$ cat src/design/mcf_pkg.sv
// Package for the motor current command framer.
// Holds frame constants, byte positions and the bytewise CRC-16 update.
// No dependencies.
package mcf_pkg;

  // Frame framing bytes and command codes
  localparam logic [7:0] FRAME_START = 8'h02;
  localparam logic [7:0] FRAME_END   = 8'h03;
  localparam logic [7:0] PAYLOAD_LEN = 8'h05;
  localparam logic [7:0] CODE_DRIVE  = 8'h06;
  localparam logic [7:0] CODE_BRAKE  = 8'h07;

  // CRC-16 polynomial, zero initial value, MSB first
  localparam logic [15:0] CRC_POLY = 16'h1021;
  localparam logic [15:0] CRC_INIT = 16'h0000;

  // Operation codes on the op input
  localparam logic OP_DRIVE = 1'b0;
  localparam logic OP_BRAKE = 1'b1;

  // Byte positions within the frame
  typedef logic [3:0] byte_idx_t;
  localparam byte_idx_t IDX_START  = 4'd0;
  localparam byte_idx_t IDX_LEN    = 4'd1;
  localparam byte_idx_t IDX_CODE   = 4'd2;
  localparam byte_idx_t IDX_CUR3   = 4'd3;
  localparam byte_idx_t IDX_CUR2   = 4'd4;
  localparam byte_idx_t IDX_CUR1   = 4'd5;
  localparam byte_idx_t IDX_CUR0   = 4'd6;
  localparam byte_idx_t IDX_CRC_HI = 4'd7;
  localparam byte_idx_t IDX_CRC_LO = 4'd8;
  localparam byte_idx_t IDX_END    = 4'd9;

  // Fold one byte into the CRC, eight bit steps
  function automatic logic [15:0] crc_byte(input logic [15:0] crc_in, input logic [7:0] data);
    logic [15:0] acc;
    acc = crc_in ^ {data, 8'h00};
    for (int b = 0; b < 8; b++) begin
      if (acc[15]) begin
        acc = {acc[14:0], 1'b0} ^ CRC_POLY;
      end else begin
        acc = {acc[14:0], 1'b0};
      end
    end
    return acc;
  endfunction

endpackage

$ cat src/design/motor_current_command_framer_top.sv
// Motor current command framer: one command in, a ten-byte frame out.
// A command transfer arms the serialiser at the start position; the start byte then enters the output register.
// Throughput: one byte per cycle while the output register is free or draining, set by
// the single byte serialiser; the next command is taken as the end byte enters the output register.
// The CRC is folded one payload byte per cycle as the bytes are emitted.
// Reset (rst, synchronous) empties the serialiser and the output register.
module motor_current_command_framer_top
  import mcf_pkg::*;
(
  input  logic               clk,
  input  logic               rst,
  input  logic               in_valid,
  output logic               in_ready,
  input  logic               op,
  input  logic signed [31:0] current_req,
  output logic               out_valid,
  input  logic               out_ready,
  output logic [7:0]         frame_byte,
  output logic               last
);

  // Serialiser state
  logic        gen_active;
  byte_idx_t   idx;
  logic        cmd_op;
  logic [31:0] cmd_word;
  logic [15:0] crc;

  logic        produce;
  logic        load;
  logic [7:0]  byte_next;
  logic [15:0] crc_next;

  // Handshake: produce when the output register is free or draining
  assign produce  = gen_active && (!out_valid || out_ready);
  assign in_ready = !gen_active || (produce && (idx == IDX_END));
  assign load     = in_valid && in_ready;

  // Byte select for the current frame position
  always_comb begin
    case (idx)
      IDX_START:  byte_next = FRAME_START;
      IDX_LEN:    byte_next = PAYLOAD_LEN;
      IDX_CODE:   byte_next = (cmd_op == OP_BRAKE) ? CODE_BRAKE : CODE_DRIVE;
      IDX_CUR3:   byte_next = cmd_word[31:24];
      IDX_CUR2:   byte_next = cmd_word[23:16];
      IDX_CUR1:   byte_next = cmd_word[15:8];
      IDX_CUR0:   byte_next = cmd_word[7:0];
      IDX_CRC_HI: byte_next = crc[15:8];
      IDX_CRC_LO: byte_next = crc[7:0];
      IDX_END:    byte_next = FRAME_END;
      default:    byte_next = 8'h00;
    endcase
  end

  // CRC covers the code byte and the four current bytes
  always_comb begin
    crc_next = crc;
    if (produce && (idx >= IDX_CODE) && (idx <= IDX_CUR0)) begin
      crc_next = crc_byte(crc, byte_next);
    end
  end

  // Serialiser control
  always_ff @(posedge clk) begin
    if (rst) begin
      gen_active <= 1'b0;
      idx        <= IDX_START;
    end else if (load) begin
      gen_active <= 1'b1;
      idx        <= IDX_START;
    end else if (produce) begin
      if (idx == IDX_END) begin
        gen_active <= 1'b0;
        idx        <= IDX_START;
      end else begin
        idx <= byte_idx_t'(idx + 4'd1);
      end
    end
  end

  // Command and CRC payload registers
  always_ff @(posedge clk) begin
    if (load) begin
      cmd_op   <= op;
      cmd_word <= current_req;
      crc      <= CRC_INIT;
    end else begin
      crc <= crc_next;
    end
  end

  // Output register
  always_ff @(posedge clk) begin
    if (rst) begin
      out_valid <= 1'b0;
    end else if (produce) begin
      out_valid <= 1'b1;
    end else if (out_ready) begin
      out_valid <= 1'b0;
    end
  end

  always_ff @(posedge clk) begin
    if (produce) begin
      frame_byte <= byte_next;
      last       <= (idx == IDX_END);
    end
  end

  // Checks
  a_last_is_end: assert property (@(posedge clk) disable iff (rst)
    out_valid && last |-> frame_byte == FRAME_END)
    else $error("last marker on a byte other than the end byte");

  a_idx_range: assert property (@(posedge clk) disable iff (rst)
    gen_active |-> idx <= IDX_END)
    else $error("frame position out of range");

  a_start_follows_end: assert property (@(posedge clk) disable iff (rst)
    $past(!rst) && $past(out_valid && out_ready && last) && out_valid
      |-> frame_byte == FRAME_START && !last)
    else $error("frame after an end byte does not open with the start byte");

  a_load_restarts: assert property (@(posedge clk) disable iff (rst)
    load |=> gen_active && idx == IDX_START && crc == CRC_INIT)
    else $error("command transfer did not restart the serialiser");

endmodule
$ cat config.mk
export PLATFORM = sky130hd
export DESIGN_NAME = motor_current_command_framer_top
export DESIGN_NICKNAME = d
export VERILOG_FILES = /design/src/design/mcf_pkg.sv /design/src/design/motor_current_command_framer_top.sv
export SDC_FILE = /design/constraint.sdc
export NUM_CORES = 1
export LEC_CHECK = 0
export BUFFER_PORTS_ARGS = -buffer_cell sky130_fd_sc_hd__buf_4
export CAP_MARGIN = 20
export CORE_UTILIZATION = 55
export DETAILED_ROUTE_END_ITERATION = 10
export PLACE_DENSITY = 0.83
export SYNTH_ARGS = -nofsm -noshare
export SYNTH_HDL_FRONTEND = slang
export SYNTH_SLANG_ARGS = --single-unit
$ cat constraint.sdc
create_clock -name clk -period 6.9 [get_ports clk]
set_input_delay 0.345 -clock clk [delete_from_list [all_inputs] [get_ports clk]]
set_output_delay 0.345 -clock clk [all_outputs]
set_load 0.005 [all_outputs]
* Word-level counts from Yosys, hierarchy flattened
Cells that the tools add are included.
Operators by class: add/subtract/negate cells 1, magnitude comparators 2, equality and inequality tests 9, muxes and demuxes 23, bitwise operators 9, reduce and logical (&&, ||, !) cells 15
Operators with widths (count):
- 2-to-1 mux 16 bit | 7
- 2-to-1 mux 13 bit | 8
- one-hot mux 8 bit (10 select lines) | 1
- NOT 3 bit | 8
- == test 4 x 3 -> 1 bit (second input constant) | 4
- bitwise XOR 16 bit | 1
- == test 4 x 2 -> 1 bit (second input constant) | 2
- == test 4 bit (second input constant) | 2
- 2-to-1 mux 1 bit | 6
- nonzero test 2 bit | 3
- logical AND 1 bit | 5
- adder 4 x 1 -> 4 bit (second input constant) | 1
- == test 4 x 1 -> 1 bit (second input constant) | 1
- greater-or-equal comparator 4 x 2 -> 1 bit (second input constant) | 1
- less-or-equal comparator 4 x 3 -> 1 bit (second input constant) | 1
- zero test 4 bit | 1
- 2-to-1 mux 4 bit | 1
- zero test 1 bit | 2
- logical OR 1 bit | 2
- AND reduction 2 bit | 1
- OR reduction 2 bit | 1
Word-level totals: bits in registers 64, input port bits 37, output and inout port bits 11, logic and storage cells 67

* Depth between registers and ports, before layout
Gate-level depths: netlist of run 1.
depth after elaboration 26, depth in mapped cells 10, gate-level depth less buffers 7

* Least setup slack after synthesis of run 1
Ideal clock, no wire load.
path type flip-flop to flip-flop, start reg idx[3], end reg cmd_op (enable), setup time 0.410 ns, data arrival time 2.496 ns, required time 6.490 ns, slack 3.994 ns, cell stages (with the launch flop) 9, buffers on the path 2, period minus slack after synthesis 2.906 ns, cells stage by stage dfxtp_1 > buf_2 > and2b_1 > and3b_1 > nand2_1 > nand2_1 > nand2_1 > inv_1 > buf_1
Between the ends: word-level cells in the longest chain between the ends 4
Ends and longest elaborated chain:
- from (decl) | line motor_current_command_framer_top.sv:24 | byte_idx_t idx;
- from (signal assigned) | line motor_current_command_framer_top.sv:77 | idx <= byte_idx_t'(idx + 4'd1);
- == test 4 bit | line motor_current_command_framer_top.sv:36 | assign in_ready = !gen_active || (produce && (idx == IDX_END));
- logical AND 1 bit | line motor_current_command_framer_top.sv:36
- logical OR 1 bit | line motor_current_command_framer_top.sv:36
- via in_ready | line motor_current_command_framer_top.sv:13 | output logic in_ready,
- logical AND 1 bit | line motor_current_command_framer_top.sv:37 | assign load = in_valid && in_ready;
- via load | line motor_current_command_framer_top.sv:30 | logic load;
- to (signal assigned) | line motor_current_command_framer_top.sv:85 | cmd_op <= op;
- to (decl) | line motor_current_command_framer_top.sv:25 | logic cmd_op;
The timed path passes the listed nets, and every way through them passes these cells. A chain may end at the register's enable or synchronous reset.

* Final worst setup path of run 1
start reg idx[0], end reg crc[14]
Between the ends: word-level cells in the longest chain between the ends 14, elaborated cells between the ends (all ways) 30, classes of those cells order compare (2); eq/ne (9); mux (11); bitwise (2); reduce/logical (6)
Ends and longest elaborated chain:
- == test 4 bit, or another cell as far along | line motor_current_command_framer_top.sv:36, motor_current_command_framer_top.sv:41
- one-hot mux 8 bit (10 select lines) | line motor_current_command_framer_top.sv:41 | case (idx)
- bitwise XOR 16 bit | line mcf_pkg.sv:37 | acc = crc_in ^ {data, 8'h00};
- 2-to-1 mux 13 bit | line mcf_pkg.sv:39 | if (acc[15]) begin
- 2-to-1 mux 16 bit | line motor_current_command_framer_top.sv:59 | if (produce && (idx >= IDX_CODE) && (idx <= IDX_CUR0)) begin
- NOT 3 bit (no source line)
- 2-to-1 mux 13 bit | line mcf_pkg.sv:39
- 2-to-1 mux 16 bit (4 in a row) | line motor_current_command_framer_top.sv:59
- 2-to-1 mux 13 bit | line mcf_pkg.sv:39
- 2-to-1 mux 16 bit (2 in a row) | line motor_current_command_framer_top.sv:59
- to (signal assigned) | line motor_current_command_framer_top.sv:89 | crc <= crc_next;
- to (decl) | line motor_current_command_framer_top.sv:27 | logic [15:0] crc;
Parallel ways exist; a longest one is shown, timed or not. The select of a mux whose other input is x is not followed.

==> results of run 1 <==
-- synthesized netlist by cell type, types with 2 or more instances --
| cell type | n |
|---|---|
| inv_1 | 4 |
| xnor2_1 | 6 |
| nor2b_1 | 4 |
| nand4bb_1 | 4 |
| mux2i_1 | 13 |
| nor4_1 | 2 |
| dfxtp_1 | 22 |
| nor2_1 | 16 |
| o21ai_0 | 4 |
| buf_4 | 4 |
| and3b_1 | 7 |
| xor2_1 | 8 |
| a21o_1 | 2 |
| buf_2 | 9 |
| nand2b_1 | 6 |
| and2b_1 | 2 |
| a2111oi_0 | 2 |
| nand2_1 | 26 |
| a211oi_1 | 2 |
| a32oi_1 | 5 |
| edfxtp_1 | 42 |
| o221a_2 | 2 |
| nand3b_1 | 5 |
| and3_1 | 4 |
| nand3_1 | 3 |
| a21oi_1 | 10 |
| nor3_1 | 16 |
| o221ai_1 | 3 |
| and4bb_1 | 2 |
| nand4b_1 | 3 |
-- flip-flops by register name, indices dropped and copies added, names as in the netlist --
signal      flops
cmd_word       32
crc            16
idx             4
last            1
gen_active      1
frame_byte      8
cmd_op          1
out_valid       1
-- power by group --
part / total [W] / switching [W] / internal (W) / leakage, nW
Clock: 0.000262 / 0.000135 / 0.000127 / 0.0782
Combinational: 0.0000575 / 0.0000276 / 0.0000299 / 0.723
Sequential: 0.000438 / 0.0000111 / 0.000427 / 0.578
Total: 0.000757 / 0.000174 / 0.000584 / 1.38
-- final cells by class --
type / count / area, sq um
clock buffer: 11 / 131
fill: 387 / 1630
timing repair buffer: 49 / 368
inverter: 5 / 18.8
multi-input combinational: 178 / 1250
sequential: 64 / 1700
clock inverter: 5 / 25.0
tap: 70 / 87.6
-- layer usage --
layer | wire [um] | GRT usage, % | vias up
met4 | 167 | 12.5 | 0
met3 | 370 | 6.59 | 18
li1 | - | - | 1067
met2 | 3150 | 37.1 | 82
met5 | 0 | 0 | -
met1 | 2660 | 27.8 | 1052
-- stage by stage --
stage / power (W) / utilization [%]
detailed placement: 0.000504 / 65.7
global placement: 0.000502 / 65.7
global route: 0.000783 / 68.8
CTS: 0.000762 / 68.8
finish: 0.000757 / 68.8
floorplan: 0.000473 / -
-- worst max-delay path by stage --
stage,startpoint,end,slack (ns)
floorplan,idx[3],cmd_op,3.99
global placement,idx[0],crc[14],4.07
detailed placement,idx[0],crc[14],3.94
CTS,idx[0],crc[14],3.91
global route,idx[0],crc[14],3.70
finish,idx[0],crc[14],3.88
-- logic make-up after synthesis --
kind of cell	share of synthesized area [%]
muxes	5.85
buffers and inverters	3.21
and+or+nand+nor	20.1
DFF	56.0
AOI/OAI and AO/OA	10.3
xor gates and xnor gates	4.57
==> results.yml, run 1 <==
finish:
  layout_common_cells: "buf_4 (49), edfxtp_1 (42), nand2_1 (26), dfxtp_1 (22)"
  stdcell_count: 382
  antenna_cells: 0
  drive_gt1_share_pct: 23.1
  stdcell_area_sq_um: 3580
  final_nets: 344
  final_common_cell: "buf_4"
  syn2layout_area_growth_pct: 17.7
synthesis:
  yosysTopAreaCell: "edfxtp_1"
  syn-num-nets: 298
  ys_ff_latch: 64
  synthArstFlopShare_pct: 0
  synth_area_leaders: "edfxtp_1 (41%), dfxtp_1 (14%), mux2i_1 (4.3%), nand2_1 (3.2%), nor3_1 (2.6%)"
  synth.cell_area_sq_um: 3040
  synth-edff-count: 42
  synth_top_cell_area_share_pct: 41.5
  yosysSeqAreaShare_pct: 56.0
  syn_avg_cell_area_sq_um: 11.6
  netlist_instances: 261
  synthDistinctLibCells: 53
  synth-warning-count: 0
  synth_ff_type: "edfxtp_1"
route:
  final_antenna_net_count: 0
  drtPass1Iterations: 5
  finalWirelength_um: 6350
  vias: 2219
  drt-wirelength-per-cell_um: 16.6
  drc: 0
  drt_iter0_drc: 143
  viasPerCell: 5.81
die:
  chipHeight_um: 76.3
  ioPinCount: 48
  chipWidth_um: 76.3
  fp.coreArea_sq_um: 5200
  rows: 26
  dieArea_sq_um: 5830
  start_util_pct: 58.4
setup_path:
  crit_chain: "mux2i_1, nor3_1, or2_0, a2111o_1, xor2_1, and3_1, a2111oi_2"
  reg2reg_depth: 7
  cp-start-kind: "register"
  r2r-end: "crc[14]"
  r2r-start: "idx[0]"
  crit_fanout: 32
  reg2reg_slack_ns: 3.88
  worst_setup_path_end_kind: "register"
  path_buf_inv: 0
  slowest_stage: "dfxtp_1"
  critical_path_class: "register to register"
  critPathMaxStageDelay_ns: 1.00
  crit_cells: 7
  arrival_ns: 3.26
  worst-endpoint-required_ns: 7.14
  cp_top_family: "flip-flops"
pwr:
  ir_worst_vdd_v: 0.000136
  leakagePower_nw: 1.38
  power.density_nw_per_um2: 212
global_routing:
  antenna_found_initial: 0
  track_usage_pct: 23.0
  grt_pass1_wl_um: 10000
  grt-ovfl-total: 0
  grt_max_degree: 48
  grt_pass1_vias: 2090
sta:
  fin_crit_sh_pct: 43.8
  finalHoldViolCount: 0
  rsz0062_at_grt: "false"
  hold_ws_ns: 0.176
  setup_viol: 0
  fin_crit_ns: 3.02
  report.final.slew_viol_count: 0
  setup_ws_ns: 3.88
  max_slew_margin_pct: 31.4
  tns_ns: 0
  skew_ns: 0.0104
  timing.fmax_mhz: 331
  worst_pin_slew_ns: 1.03
clocking:
  clkTransAtPathRegs_ns: 0.07
  cts_tree: "done"
  cts.path.max_buffers: 2
  postCtsSetupRepairBufs: 0
  cts_made_buffers: 9
  cts_root_buf: "clkbuf_8"
  clock_sink_count: 64
  ctsResizeCount: 0
  postCtsHoldBufs: 0
  htree_levels: 3
  clock_latency_ns: 0.34
placed_design:
  port_buffers: 47
  place_inst: 366
  place_ws_ns: 3.94
  post-dp-hpwl_um: 4480
  place_area_sq_um: 3420
  gp_congestion: 0.845
run:
  maxCapViolations: 0
hold_path:
  hold_end: "cmd_word[24]"
  hold_path.class: "input port to register"
  min_path_cells: 1
  hold_start: "current_req[24]"
status:
  status: "complete, no violations"
Note: power is estimated with default switching activity, not from simulation.
==> run 2: changes to the inputs <==
--- a/config.mk
+++ b/config.mk
@@ -5,11 +5,12 @@
 export SDC_FILE = /design/constraint.sdc
 export NUM_CORES = 1
 export LEC_CHECK = 0
+export ABC_AREA = 1
 export BUFFER_PORTS_ARGS = -buffer_cell sky130_fd_sc_hd__buf_4
 export CAP_MARGIN = 20
-export CORE_UTILIZATION = 55
+export CORE_UTILIZATION = 52
 export DETAILED_ROUTE_END_ITERATION = 10
-export PLACE_DENSITY = 0.83
+export PLACE_DENSITY = 0.81
 export SYNTH_ARGS = -nofsm -noshare
 export SYNTH_HDL_FRONTEND = slang
 export SYNTH_SLANG_ARGS = --single-unit
==> constraint.sdc (replaced) <==
create_clock -name clk -period 2.45 [get_ports clk]
set_input_delay 0.1225 -clock clk [delete_from_list [all_inputs] [get_ports clk]]
set_output_delay 0.1225 -clock clk [all_outputs]
set_load 0.005 [all_outputs]
==> run 2 against run 1 <==
Compared with the run above: clock power grew to 3.6 times the previous value; clock-buffer cell count is 2 lower; worst hold slack worse by 0.13 ns; die area is 20% higher; sequential power grew to 2.8 times the previous value; non-clock buffer count is 38 higher.
==> results.yml, run 2 <==
placed_design:
  place_ws_ns: 0.470
  gp_congestion: 0.883
  port_buffers: 47
  place_area_sq_um: 3900
  post-dp-hpwl_um: 5190
run:
  maxCapViolations: 0
clocking:
  postCtsHoldBufs: 34
  cts_made_buffers: 9
  postCtsSetupRepairBufs: 0
  clock_latency_ns: 0.34
  clkTransAtPathRegs_ns: 0.07
  cts_tree: "done"
  cts.path.max_buffers: 2
  clock_sink_count: 64
  ctsResizeCount: 0
  htree_levels: 3
  cts_root_buf: "clkbuf_8"
pwr:
  power.density_nw_per_um2: 537
  leakagePower_nw: 2.04
  ir_worst_vdd_v: 0.000447
route:
  drt-wirelength-per-cell_um: 13.3
  final_antenna_net_count: 0
  drtPass1Iterations: 5
  drt_iter0_drc: 138
  viasPerCell: 5.00
  drc: 0
  vias: 2842
  finalWirelength_um: 7570
synthesis:
  synth-warning-count: 0
  synth_ff_type: "edfxtp_1"
  synth-edff-count: 42
  synth_most_common_cell: "nand2_1"
  synthArstFlopShare_pct: 0
  ys_ff_latch: 64
  synthTopCellsByCount: "nand2_1 (103), nand3_1 (66), inv_1 (44)"
  netlist_instances: 396
  synth_top_cell_area_share_pct: 36.3
  syn-num-nets: 433
  yosysTopAreaCell: "edfxtp_1"
  yosysSeqAreaShare_pct: 49.0
  synth_area_leaders: "edfxtp_1 (36%), dfxtp_1 (13%), nand2_1 (11%), nand3_1 (9.5%), nand2_2 (5.2%)"
  syn_avg_cell_area_sq_um: 8.78
  synthDistinctLibCells: 31
  synth.cell_area_sq_um: 3480
finish:
  final_common_cell: "nand2_1"
  antenna_cells: 0
  max_flop_register: "cmd_word"
  drive_gt1_share_pct: 27.9
  reg_top3: "cmd_word: 32 flops, crc: 16 flops, frame_byte: 8 flops"
  stdcell_area_sq_um: 4450
  final_nets: 523
  layout_common_cells: "nand2_1 (103), nand3_1 (66), buf_4 (52), inv_1 (44), edfxtp_1 (42)"
  largest_register_ff_count: 32
  syn2layout_area_growth_pct: 27.9
  fill_cells: 469
die:
  fp.coreArea_sq_um: 6390
  ioPinCount: 48
  start_util_pct: 54.4
  rows: 29
  chipWidth_um: 83.8
  dieArea_sq_um: 7010
  chipHeight_um: 83.8
setup_path:
  critPathMaxStageDelay_ns: 0.44
  crit_top_cell: "nand2_1"
  worst-endpoint-required_ns: 2.70
  arrival_ns: 2.24
  worst_setup_path_end_kind: "register"
  path_buf_inv: 3
  crit_fanout: 6
  critical_path_class: "register to register"
  slowest_stage: "dfxtp_1"
  crit_chain: "buf_4, nand2_8, nor2_4, nand2_1, nand2_1, inv_1, nand2_2, nand2_1, nand2_2, nand2_1, nand3_1, nand3_1, nand2_1, inv_1"
  cp_top_family: "simple AND/OR/NAND/NOR gates"
  cp-start-kind: "register"
sta:
  skew_ns: 0.00659
  setup_ws_ns: 0.457
  report.final.slew_viol_count: 0
  rsz0062_at_grt: "false"
  max_slew_margin_pct: 62.6
  finalHoldViolCount: 0
  tns_ns: 0
  worst_pin_slew_ns: 0.560
  fin_crit_ns: 1.99
  fin_crit_sh_pct: 81.3
  timing.fmax_mhz: 502
  setup_viol: 0
global_routing:
  antenna_found_initial: 0
  track_usage_pct: 24.2
  grt_pass1_wl_um: 13000
  grt_pass1_vias: 2817
  grt-ovfl-total: 0
  grt_max_degree: 35
hold_path:
  hold_path.class: "input port to register"
status:
  status: "complete, no violations"
run 2: stage by stage:
| step | util, % | total power, W | instances | hold slack, ns |
|---|---|---|---|---|
| 2_1_floorplan | - | 0.00134 | 396 | 0.192 |
| 3_3_place_gp | 61.1 | 0.00143 | 518 | 0.301 |
| 3_5_place_dp | 61.1 | 0.00144 | 518 | 0.302 |
| 4_1_cts | 69.6 | 0.00240 | 568 | 0.0395 |
| 5_1_grt | 69.6 | 0.00248 | 568 | 0.0713 |
| 6_report | 69.6 | 0.00239 | 568 | 0.0487 |
run 2: logic make-up (layout without fill, tap and decap cells):
| family | Yosys count | after routing | share of synthesized area (%) |
|---|---|---|---|
| compound gates | 29 | 29 | 4.93 |
| flops | 64 | 64 | 49.0 |
| buf+inv | 63 | 158 | 8.82 |
| xor+xnor | 4 | 4 | 1.01 |
| simple gates | 236 | 236 | 36.3 |
run 2: cell type report:
type	instances	area [sq um]	share of cell area (%)
flip-flops and latches	64	1700	38.3
multi-input cells	269	1470	33.0
repair buffers	87	751	16.9
inverters	55	226	5.09
clock buffers	9	124	2.79
well taps	77	96.3	2.17
clock inverters	7	80.1	1.80
run 2: metal layers:
metal,routed length [um],vias up,GRT usage [%],part of all wire (%)
met4,171,0,11.2,2.3
met2,3740,90,40.4,49
li1,-,1470,-,-
met5,0,-,0,0
met1,3290,1267,30.6,43
met3,372,15,4.15,4.9
run 2: worst paths after layout:
| check | startpoint | endpoint | slack, ns | cells after the start |
|---|---|---|---|---|
| hold reg to reg | out_valid | out_valid | 0.49 | 2 |
| setup / recovery | idx[2] | crc[13] | 0.46 | 14 |
| hold / removal | out_ready | out_valid | 0.05 | 4 |
| setup reg to reg | idx[2] | crc[13] | 0.46 | 14 |
run 2: worst register-to-register path, stage by stage (launching register included):
cell and delay (ns):
dfxtp_1 0.44, buf_4 0.28, nand2_8 0.09, nor2_4 0.19
nand2_1 0.08, nand2_1 0.10, inv_1 0.08, nand2_2 0.10
nand2_1 0.07, nand2_2 0.11, nand2_1 0.10, nand3_1 0.09
nand3_1 0.07, nand2_1 0.07, inv_1 0.03
run 2: report_power, final:
part	switching, W	internal (W)	leakage (nW)
Combinational	0.000115	0.000119	1.37
Clock	0.000452	0.000480	0.0964
Sequential	0.0000180	0.00121	0.579
